--- config.mk ---
export PLATFORM = sky130hd
export DESIGN_NAME = load_regulator_top
export DESIGN_NICKNAME = d
export VERILOG_FILES = /design/src/sv/lreg_pkg.sv /design/src/sv/load_regulator_top.sv
export SDC_FILE = /design/constraint.sdc
export NUM_CORES = 2
export LEC_CHECK = 0
export BUFFER_PORTS_ARGS = -buffer_cell sky130_fd_sc_hd__buf_2
export CORE_MARGIN = 2
export CORE_UTILIZATION = 35
export CTS_BUF_LIST = sky130_fd_sc_hd__clkbuf_2
export CTS_CLUSTER_SIZE = 12
export DETAILED_ROUTE_END_ITERATION = 10
export PLACE_DENSITY = 0.5
export SLEW_MARGIN = 10
export SYNTH_ARGS = -nofsm -noshare
export SYNTH_HDL_FRONTEND = slang
export SYNTH_SLANG_ARGS = --single-unit
--- constraint.sdc ---
create_clock -name i_clk -period 42.8 [get_ports i_clk]
set_clock_uncertainty 0.15 [all_clocks]
set_input_delay 6.42 -clock i_clk [delete_from_list [all_inputs] [get_ports i_clk]]
set_output_delay 6.42 -clock i_clk [all_outputs]
set_load 0.1 [all_outputs]
--- src/sv/lreg_pkg.sv ---
package lreg_pkg;

    localparam int LOAD_BITS = 20;
    localparam int FRAC_BITS = 16;
    localparam logic [LOAD_BITS-1:0] LOAD_MAX = '1;

    localparam logic [2:0] FUNC_RESET = 3'd0;
    localparam logic [2:0] FUNC_SET_LOAD = 3'd1;
    localparam logic [2:0] FUNC_FRAME = 3'd2;
    localparam logic [2:0] FUNC_MESH = 3'd3;
    localparam logic [2:0] FUNC_REQUEST = 3'd4;

    localparam logic [2:0] REG_ENABLED = 3'd0;
    localparam logic [2:0] REG_COEF_BASE = 3'd1;
    localparam logic [2:0] REG_COEF_BOOST = 3'd2;
    localparam logic [2:0] REG_HALF_LIFE = 3'd3;
    localparam logic [2:0] REG_MESH_BUDGET = 3'd4;
    localparam logic [2:0] REG_MESH_CUT = 3'd5;

    typedef struct packed {
        logic [2:0]  func;
        logic [19:0] load;
        logic [23:0] frame_ratio;
        logic [31:0] mesh_period_us;
        logic [31:0] now_ms;
    } t_in;

    typedef struct packed {
        logic [19:0] recommended;
        logic        has_load;
    } t_out;

    typedef logic [15:0][30:0] t_ctab;

    function automatic logic [63:0] isqrt64(input logic [63:0] v);
        logic [63:0] res;
        logic [63:0] bitv;
        logic [63:0] rem;
        res = '0;
        bitv = 64'd1 << 62;
        rem = v;
        for (int k = 0; k < 32; k++) begin
            if (bitv > rem) begin
                bitv = bitv >> 2;
            end
        end
        for (int k = 0; k < 32; k++) begin
            if (bitv != 0) begin
                if (rem >= res + bitv) begin
                    rem = rem - (res + bitv);
                    res = (res >> 1) + bitv;
                end else begin
                    res = res >> 1;
                end
                bitv = bitv >> 2;
            end
        end
        return res;
    endfunction

    // Entry j holds 2^(2^-(j+1)) in Q1.30, each the floor root of the previous one.
    function automatic t_ctab build_ctab();
        t_ctab tab;
        logic [63:0] c;
        c = isqrt64(64'd1 << 61);
        for (int j = 0; j < 16; j++) begin
            tab[j] = c[30:0];
            c = isqrt64(c << 30);
        end
        return tab;
    endfunction

    localparam t_ctab EXP_TAB = build_ctab();

endpackage

--- src/sv/load_regulator_top.sv ---
// Frame sample, from acceptance to ready: restoring divide, two 16-step exp2 passes and a
// 16-step log2 squaring loop, all but the divide on one shared 32x32 multiplier.
// Request: result built in S_REQ, or at acceptance when no load is set; others act at acceptance.
// One item at a time; o_in_ready is high only while the sequencer is idle and no result waits.
// Synchronous active-low reset restores register defaults and clears the control state only.
module load_regulator_top (
    input  logic                i_clk,
    input  logic                i_rst_n,
    input  logic                i_valid,
    output logic                o_in_ready,
    input  lreg_pkg::t_in       i_data,
    output logic                o_valid,
    input  logic                i_out_ready,
    output lreg_pkg::t_out      o_data,
    input  logic                i_cfg_we,
    input  logic [2:0]          i_cfg_idx,
    input  logic [31:0]         i_cfg_data
);

    localparam logic [3:0] S_IDLE = 4'd0;
    localparam logic [3:0] S_DIV  = 4'd1;
    localparam logic [3:0] S_EXP  = 4'd2;
    localparam logic [3:0] S_MUL  = 4'd3;
    localparam logic [3:0] S_SH   = 4'd4;
    localparam logic [3:0] S_LOGI = 4'd5;
    localparam logic [3:0] S_LOGS = 4'd6;
    localparam logic [3:0] S_EMUL = 4'd7;
    localparam logic [3:0] S_REQ  = 4'd8;
    localparam logic [3:0] S_OUT  = 4'd9;

    logic [3:0]  r_state, n_state;
    logic        r_enabled;
    logic [15:0] r_base, r_boost, r_cut;
    logic [19:0] r_hl;
    logic [31:0] r_budget;
    logic [19:0] r_load, n_load;
    logic        r_known, n_known;
    logic [19:0] r_fmin, n_fmin;
    logic        r_fmv, n_fmv;
    logic [31:0] r_mpmax, n_mpmax;
    logic [31:0] r_start, n_start;

    logic [47:0] r_dv, n_dv;
    logic [19:0] r_rem, n_rem;
    logic [5:0]  r_cnt, n_cnt;
    logic [23:0] r_ratio, n_ratio;
    logic        r_phase, n_phase;
    logic [32:0] r_n, n_n;
    logic [15:0] r_g, n_g;
    logic        r_neg, n_neg;
    logic [30:0] r_acc, n_acc;
    logic [50:0] r_t, n_t;
    logic [16:0] r_kf, n_kf;
    logic [4:0]  r_p, n_p;
    logic [17:0] r_m, n_m;
    logic [15:0] r_frac, n_frac;
    logic        r_ovalid, n_ovalid;
    lreg_pkg::t_out r_out, n_out;

    // Shared multiplier.
    logic [31:0] mul_a, mul_b;
    logic [63:0] prod;
    assign prod = {32'd0, mul_a} * {32'd0, mul_b};

    logic        acc_in;
    logic [19:0] hl_eff;
    logic [20:0] rem2;
    logic        ge;
    logic [47:0] mag;
    logic        mag_neg;
    logic [32:0] prep_n;
    logic [15:0] prep_g;
    logic [63:0] sh_t, sh_lim, sh_res;
    logic [32:0] sh_s;
    logic [19:0] sc;
    logic [20:0] lmag;
    logic [17:0] m2;
    logic [4:0]  lead;
    logic [19:0] tgt, c1;
    logic        over, have;
    logic [19:0] rec;

    assign acc_in = i_valid && o_in_ready;
    assign o_in_ready = (r_state == S_IDLE) && !r_ovalid;
    assign o_valid = r_ovalid;
    assign o_data = r_out;
    assign hl_eff = (r_hl == 20'd0) ? 20'd1 : r_hl;
    assign rem2 = {r_rem, r_dv[47]};
    assign ge = rem2 >= {1'b0, hl_eff};
    assign m2 = prod[33:16];

    always_comb begin
        lead = 5'd0;
        for (int k = 0; k < 24; k++) begin
            if (r_ratio[k]) begin
                lead = 5'(k);
            end
        end
    end

    always_comb begin
        if (r_p >= 5'd16) begin
            lmag = {5'(r_p - 5'd16), 16'd0} + {5'd0, r_frac};
        end else begin
            lmag = {5'(5'd16 - r_p), 16'd0} - {5'd0, r_frac};
        end
    end

    always_comb begin
        case (r_state)
            S_EXP: begin
                mul_a = {1'b0, r_acc};
                mul_b = {1'b0, lreg_pkg::EXP_TAB[r_cnt[3:0]]};
            end
            S_MUL: begin
                mul_a = r_phase ? {12'd0, r_load} : {16'd0, r_boost};
                mul_b = {1'b0, r_acc};
            end
            S_LOGS: begin
                mul_a = {14'd0, r_m};
                mul_b = {14'd0, r_m};
            end
            S_EMUL: begin
                mul_a = {11'd0, lmag};
                mul_b = {15'd0, r_kf};
            end
            S_REQ: begin
                mul_a = {12'd0, r_load};
                mul_b = {16'd0, r_cut};
            end
            default: begin
                mul_a = '0;
                mul_b = '0;
            end
        endcase
    end

    // Exponent magnitude split: a negative exponent with a fraction borrows one.
    always_comb begin
        if (r_state == S_DIV) begin
            mag = {r_dv[46:0], ge};
            mag_neg = 1'b1;
        end else begin
            mag = {26'd0, prod[37:16]};
            mag_neg = (r_p >= 5'd16);
        end
        if (mag_neg && mag[15:0] != 16'd0) begin
            prep_n = {1'b0, mag[47:16]} + 33'd1;
            prep_g = 16'(17'h10000 - {1'b0, mag[15:0]});
        end else begin
            prep_n = {1'b0, mag[47:16]};
            prep_g = mag[15:0];
        end
    end

    always_comb begin
        sh_t = {13'd0, r_t};
        sh_lim = r_phase ? {44'd0, lreg_pkg::LOAD_MAX} : 64'd65535;
        sh_s = r_n - 33'd30;
        if (r_neg) begin
            if (r_n >= 33'd34) begin
                sh_res = '0;
            end else begin
                sh_res = sh_t >> (7'(r_n[5:0]) + 7'd30);
            end
        end else if (sh_t == 64'd0) begin
            sh_res = '0;
        end else if (r_n >= 33'd30) begin
            if (sh_s >= 33'd62) begin
                sh_res = sh_lim;
            end else if (sh_t > (sh_lim >> sh_s[5:0])) begin
                sh_res = sh_lim;
            end else begin
                sh_res = sh_t << sh_s[5:0];
            end
        end else begin
            sh_res = sh_t >> (5'd30 - r_n[4:0]);
        end
        sc = (sh_res > sh_lim) ? sh_lim[19:0] : sh_res[19:0];
        if (sc == r_load) begin
            tgt = (r_load == lreg_pkg::LOAD_MAX) ? lreg_pkg::LOAD_MAX : r_load + 20'd1;
        end else begin
            tgt = sc;
        end
    end

    always_comb begin
        c1 = (prod[35:16] == 20'd0) ? 20'd0 : prod[35:16] - 20'd1;
        over = (r_mpmax != 32'd0) && (r_mpmax >= r_budget);
        rec = r_fmin;
        have = r_fmv;
        if (over && (!have || c1 < rec)) begin
            rec = c1;
            have = 1'b1;
        end
        if (!have) begin
            rec = r_load;
        end
    end

    always_comb begin
        n_state = r_state;
        n_load = r_load;
        n_known = r_known;
        n_fmin = r_fmin;
        n_fmv = r_fmv;
        n_mpmax = r_mpmax;
        n_start = r_start;
        n_dv = r_dv;
        n_rem = r_rem;
        n_cnt = r_cnt;
        n_ratio = r_ratio;
        n_phase = r_phase;
        n_n = r_n;
        n_g = r_g;
        n_neg = r_neg;
        n_acc = r_acc;
        n_t = r_t;
        n_kf = r_kf;
        n_p = r_p;
        n_m = r_m;
        n_frac = r_frac;
        n_ovalid = r_ovalid;
        n_out = r_out;
        if (r_ovalid && i_out_ready) begin
            n_ovalid = 1'b0;
        end
        case (r_state)
            S_IDLE: begin
                if (acc_in) begin
                    case (i_data.func)
                        lreg_pkg::FUNC_RESET: begin
                            n_start = i_data.now_ms;
                            n_load = '0;
                            n_known = 1'b0;
                            n_fmin = '0;
                            n_fmv = 1'b0;
                            n_mpmax = '0;
                        end
                        lreg_pkg::FUNC_SET_LOAD: begin
                            n_load = i_data.load;
                            n_known = 1'b1;
                        end
                        lreg_pkg::FUNC_FRAME: begin
                            if (r_enabled && r_known && i_data.frame_ratio != 24'd0) begin
                                n_dv = {i_data.now_ms - r_start, 16'd0};
                                n_rem = '0;
                                n_cnt = '0;
                                n_ratio = i_data.frame_ratio;
                                n_phase = 1'b0;
                                n_state = S_DIV;
                            end
                        end
                        lreg_pkg::FUNC_MESH: begin
                            if (r_enabled && i_data.mesh_period_us > r_mpmax) begin
                                n_mpmax = i_data.mesh_period_us;
                            end
                        end
                        lreg_pkg::FUNC_REQUEST: begin
                            if (r_known) begin
                                n_state = S_REQ;
                            end else begin
                                n_out = '0;
                                n_ovalid = 1'b1;
                                n_state = S_OUT;
                            end
                        end
                        default: begin
                        end
                    endcase
                end
            end
            S_DIV: begin
                n_rem = ge ? 20'(rem2 - {1'b0, hl_eff}) : rem2[19:0];
                n_dv = {r_dv[46:0], ge};
                n_cnt = r_cnt + 6'd1;
                if (r_cnt == 6'd47) begin
                    n_n = prep_n;
                    n_g = prep_g;
                    n_neg = 1'b1;
                    n_acc = 31'h4000_0000;
                    n_cnt = '0;
                    n_state = S_EXP;
                end
            end
            S_EXP: begin
                if (r_g[4'd15 - r_cnt[3:0]]) begin
                    n_acc = prod[60:30];
                end
                n_cnt = r_cnt + 6'd1;
                if (r_cnt[3:0] == 4'd15) begin
                    n_cnt = '0;
                    n_state = S_MUL;
                end
            end
            S_MUL: begin
                n_t = prod[50:0];
                n_state = S_SH;
            end
            S_SH: begin
                if (!r_phase) begin
                    n_kf = {1'b0, r_base} + {1'b0, sc[15:0]};
                    n_state = S_LOGI;
                end else begin
                    if (!r_fmv || tgt < r_fmin) begin
                        n_fmin = tgt;
                        n_fmv = 1'b1;
                    end
                    n_state = S_IDLE;
                end
            end
            S_LOGI: begin
                // Normalize the ratio to [1,2) in Q1.16 by truncation.
                n_p = lead;
                if (lead > 5'd16) begin
                    n_m = 18'(r_ratio >> (lead - 5'd16));
                end else begin
                    n_m = 18'(r_ratio << (5'd16 - lead));
                end
                n_frac = '0;
                n_cnt = '0;
                n_state = S_LOGS;
            end
            S_LOGS: begin
                if (m2 >= 18'h20000) begin
                    n_frac[4'd15 - r_cnt[3:0]] = 1'b1;
                    n_m = m2 >> 1;
                end else begin
                    n_m = m2;
                end
                n_cnt = r_cnt + 6'd1;
                if (r_cnt[3:0] == 4'd15) begin
                    n_cnt = '0;
                    n_state = S_EMUL;
                end
            end
            S_EMUL: begin
                n_n = prep_n;
                n_g = prep_g;
                n_neg = mag_neg;
                n_acc = 31'h4000_0000;
                n_phase = 1'b1;
                n_state = S_EXP;
            end
            S_REQ: begin
                n_out.recommended = rec;
                n_out.has_load = 1'b1;
                n_ovalid = 1'b1;
                n_fmin = '0;
                n_fmv = 1'b0;
                n_mpmax = '0;
                n_state = S_OUT;
            end
            S_OUT: begin
                if (r_ovalid && i_out_ready) begin
                    n_state = S_IDLE;
                end
            end
            default: begin
                n_state = S_IDLE;
            end
        endcase
    end

    always_ff @(posedge i_clk) begin
        if (!i_rst_n) begin
            r_state <= S_IDLE;
            r_enabled <= 1'b1;
            r_base <= 16'd1638;
            r_boost <= 16'd14746;
            r_hl <= 20'd10000;
            r_budget <= 32'd350000;
            r_cut <= 16'd65372;
            r_load <= '0;
            r_known <= 1'b0;
            r_fmin <= '0;
            r_fmv <= 1'b0;
            r_mpmax <= '0;
            r_start <= '0;
            r_ovalid <= 1'b0;
            r_cnt <= '0;
            r_phase <= 1'b0;
        end else begin
            r_state <= n_state;
            r_load <= n_load;
            r_known <= n_known;
            r_fmin <= n_fmin;
            r_fmv <= n_fmv;
            r_mpmax <= n_mpmax;
            r_start <= n_start;
            r_ovalid <= n_ovalid;
            r_cnt <= n_cnt;
            r_phase <= n_phase;
            if (i_cfg_we) begin
                case (i_cfg_idx)
                    lreg_pkg::REG_ENABLED:     r_enabled <= i_cfg_data[0];
                    lreg_pkg::REG_COEF_BASE:   r_base <= i_cfg_data[15:0];
                    lreg_pkg::REG_COEF_BOOST:  r_boost <= i_cfg_data[15:0];
                    lreg_pkg::REG_HALF_LIFE:   r_hl <= i_cfg_data[19:0];
                    lreg_pkg::REG_MESH_BUDGET: r_budget <= i_cfg_data;
                    lreg_pkg::REG_MESH_CUT:    r_cut <= i_cfg_data[15:0];
                    default: begin
                    end
                endcase
            end
        end
    end

    always_ff @(posedge i_clk) begin
        r_dv <= n_dv;
        r_rem <= n_rem;
        r_ratio <= n_ratio;
        r_n <= n_n;
        r_g <= n_g;
        r_neg <= n_neg;
        r_acc <= n_acc;
        r_t <= n_t;
        r_kf <= n_kf;
        r_p <= n_p;
        r_m <= n_m;
        r_frac <= n_frac;
        r_out <= n_out;
    end

endmodule

==> impl_metrics.csv <==
group,metric,value,unit
global_route,grt_first_pass_wirelength,418000,um
place,hpwl,219000,um
place,routabilityCongestion,0.975,
logic_synthesis,synth.avg_cell_area,8.82,sq um
min_path,whs_endpoint,"r_start[24]",
clocking,cts_num_sinks,549,
global_route,grt_use_total,26.5,%
logic_synthesis,yosysSeqAreaShare,19.2,%
clocking,cts.repair.resized,0,
power_and_ir_drop,irDropWorstVdd,0.0282,mV
drt,wl,282000,um
min_path,min_path_cells,2,
logic_synthesis,synth-edff-count,301,
die,io-pin-count,174,
logic_synthesis,synth_area_leaders,"fa_1 23%, edfxtp_1 12%, ha_1 8.1%",
global_route,grt.overflow.total,0,
clocking,cts_buffers,157,
timing,finalMaxSlewViolations,0,
timing,fmax,64.3,MHz
setup_path,reg2reg_from,"r_state[2]",
drt,routed_via_density,5.59,
timing,setup_tns,0,ns
logic_synthesis,ys_ff_latch,549,
die,die_h,460,um
setup_path,crit_family,"compound AO/OA/AOI/OAI gates",
layout,mostFrequentLayoutCells,"1261 x nand2_1, 1109 x inv_1, 839 x fa_1, 607 x nor2_1, 470 x ha_1",
logic_synthesis,yosys_warnings,0,
timing,period_share,36.4,%
logic_synthesis,synth_top_area_cell,"fa_1",
setup_path,crit_path_max_fanout,42,
timing,min_period,15.56,ns
setup_path,cpMostUsedCell,"fa_1",
die,fp.dieW,460,um
timing,whs,0.318,ns
setup_path,setup.worst_path.class,"register to register",
min_path,hp-start,"r_start[24]",
timing,slew_headroom,20.7,%
timing,rsz0062_at_grt,"false",
timing,setup_violations,0,
logic_synthesis,syn_inst,8261,
drt,num_vias,62600,
clocking,cts_hold_buffers,0,
setup_path,worst-path-stages,51,
setup_path,cp-end-kind,"register",
die,die_area,212000,sq um
logic_synthesis,synthFlopType,"edfxtp_1",
layout,synthToLayoutAreaGrowth,7.70,%
global_route,antenna_found_initial,16,
setup_path,required,43.88,ns
flow_run,cap_violations,0,
drt,wl_per_cell,25.1,um
clocking,cts_tree,"done",
place,dp_slack,27.62,ns
outcome,outcome,"finished clean",
setup_path,max_stage_delay,0.76,ns
place,port_buffers,173,
setup_path,ff2ff_path_depth,51,
global_route,grt_pass1_vias,62300,
die,rows,167,
drt,first_pass_iters,8,
layout,final_common_cell,"nand2_1",
die,initial_utilization,35.2,%
power_and_ir_drop,p_per_area,20.9,nW/um^2
clocking,clk_pin_slew,0.11,ns
die,core-area,207000,sq um
drt,drc,0,
setup_path,cp_num_buf_inv,8,
setup_path,cpMaxStageDelayCell,"a222oi_1",
power_and_ir_drop,p_leak,32.5,nW
timing,hold_viol_final,0,
layout,drive_above_1_share,11.5,%
timing,setup_slack,27.24,ns
logic_synthesis,synth_area,72900,sq um
drt,ant_nets,0,
logic_synthesis,ys_types,107,
setup_path,arrival,16.64,ns
timing,tightest_slew,1.18,ns
clocking,clk_latency,1.49,ns
setup_path,rr_endpoint,"o_data[8]",
min_path,hp-class,"register to register",
logic_synthesis,synth.top_cell.area_share,23.0,%
clocking,cts-root-buf,"clkbuf_2",
layout,layout.nets,9740,
setup_path,r2r_slack,27.24,ns
drt,drtIter0Drc,6104,
clocking,h-tree-depth,4,
setup_path,start_kind,"register",
clocking,post_cts_buffers,0,
clocking,clockBufferDepth,3,
logic_synthesis,async_reset_ff_share,0,%
global_route,grt_max_degree,93,
## layer usage
layer  vias up  part of all wire [%]  track usage, %
met3       450                   8.9            6.10
li1      27800                     -               -
met2      2701                    44            40.1
met5         -                 0.048               0
met4        20                   3.7            9.11
met1     31600                    43            37.0
## synth_stat cells (61+ instances only)
master / n
nand2_1: 1263
inv_1: 1109
fa_1: 839
nor2_1: 610
ha_1: 471
clkbuf_1: 422
edfxtp_1: 301
a21oi_1: 275
dfxtp_1: 248
o21ai_0: 233
mux2i_1: 225
nand3_1: 147
a21boi_0: 146
mux4_2: 145
nor3_1: 130
xnor2_1: 129
and2_1: 124
a21o_1: 96
mux2_2: 85
and3_1: 83
nor4_1: 78
nand2b_1: 70
xor2_1: 69
nand4_1: 68
a211oi_1: 61
## where the power goes
group | total (mW) | switching [mW] | internal (mW) | leakage, nW
logic | 0.593 | 0.415 | 0.178 | 26.7
registers | 0.637 | 0.0287 | 0.608 | 4.75
clock network | 0.410 | 0.253 | 0.158 | 1.11
total | 1.64 | 0.696 | 0.944 | 32.5
## flip-flops by register name (all words and copies together), names as in the netlist, 17 cells and up, named ones only
register,cells
r_t,51
r_dv,48
r_n,33
r_budget,32
r_mpmax,32
r_start,32
r_acc,31
r_ratio,24
o_data,21
r_fmin,20
r_hl,20
r_load,20
r_rem,20
r_m,18
r_kf,17
## logic make-up after synthesis
family                   count (synthesis)  synth area share (%)
flip-flops                             549                  19.2
buffers and inverters                 1631                  8.59
adder cells (fa/ha/maj)               1310                  31.1
multiplexers                           456                  8.90
AND/OR/NAND/NOR                       2809                  17.6
AO/OA/AOI/OAI                         1303                  12.2
XOR/XNOR                               201                  2.45
other                                    2                0.0103
## how the worst max path moves through the flow
stage / from / slack (ns) / end
2_1_floorplan: r_state[0] / 29.22 / o_data[10]
3_3_place_gp: r_state[2] / 27.80 / o_data[7]
3_5_place_dp: r_state[2] / 27.62 / o_data[9]
4_1_cts: r_state[2] / 27.54 / o_data[17]
5_1_grt: r_state[2] / 26.38 / o_data[4]
6_report: r_state[2] / 27.24 / o_data[8]
## cell type report
type | count | area (sq um)
well taps | 2788 | 3490
fillers | 21200 | 129000
clock buffers | 226 | 1130
inverters | 1117 | 4190
multi-input cells | 6090 | 53000
diodes | 8 | 20.0
repair buffers | 364 | 2310
flip-flops and latches | 549 | 14000
clock inverters | 61 | 333
## metrics by stage
stage | area, sq um | std cells | utilization (%) | power [mW]
floorplan | 72900 | 8270 | - | 1.01
global placement | 77000 | 10900 | 37.2 | 1.23
detailed placement | 77000 | 10900 | 37.2 | 1.23
CTS | 78500 | 11200 | 37.9 | 1.65
global route | 78500 | 11200 | 37.9 | 1.73
finish | 78500 | 11200 | 37.9 | 1.64
## worst register-to-register path: cells and delay by family (launching register included)
family,cells,cell delay [ns]
AO/OA/AOI/OAI,18,5.40
adder cells (fa/ha/maj),10,4.79
AND/OR/NAND/NOR,14,2.81
XOR/XNOR,1,0.47
buffers and inverters,8,1.47
flip-flops,1,0.33
Power figures use the tool's default switching activity.
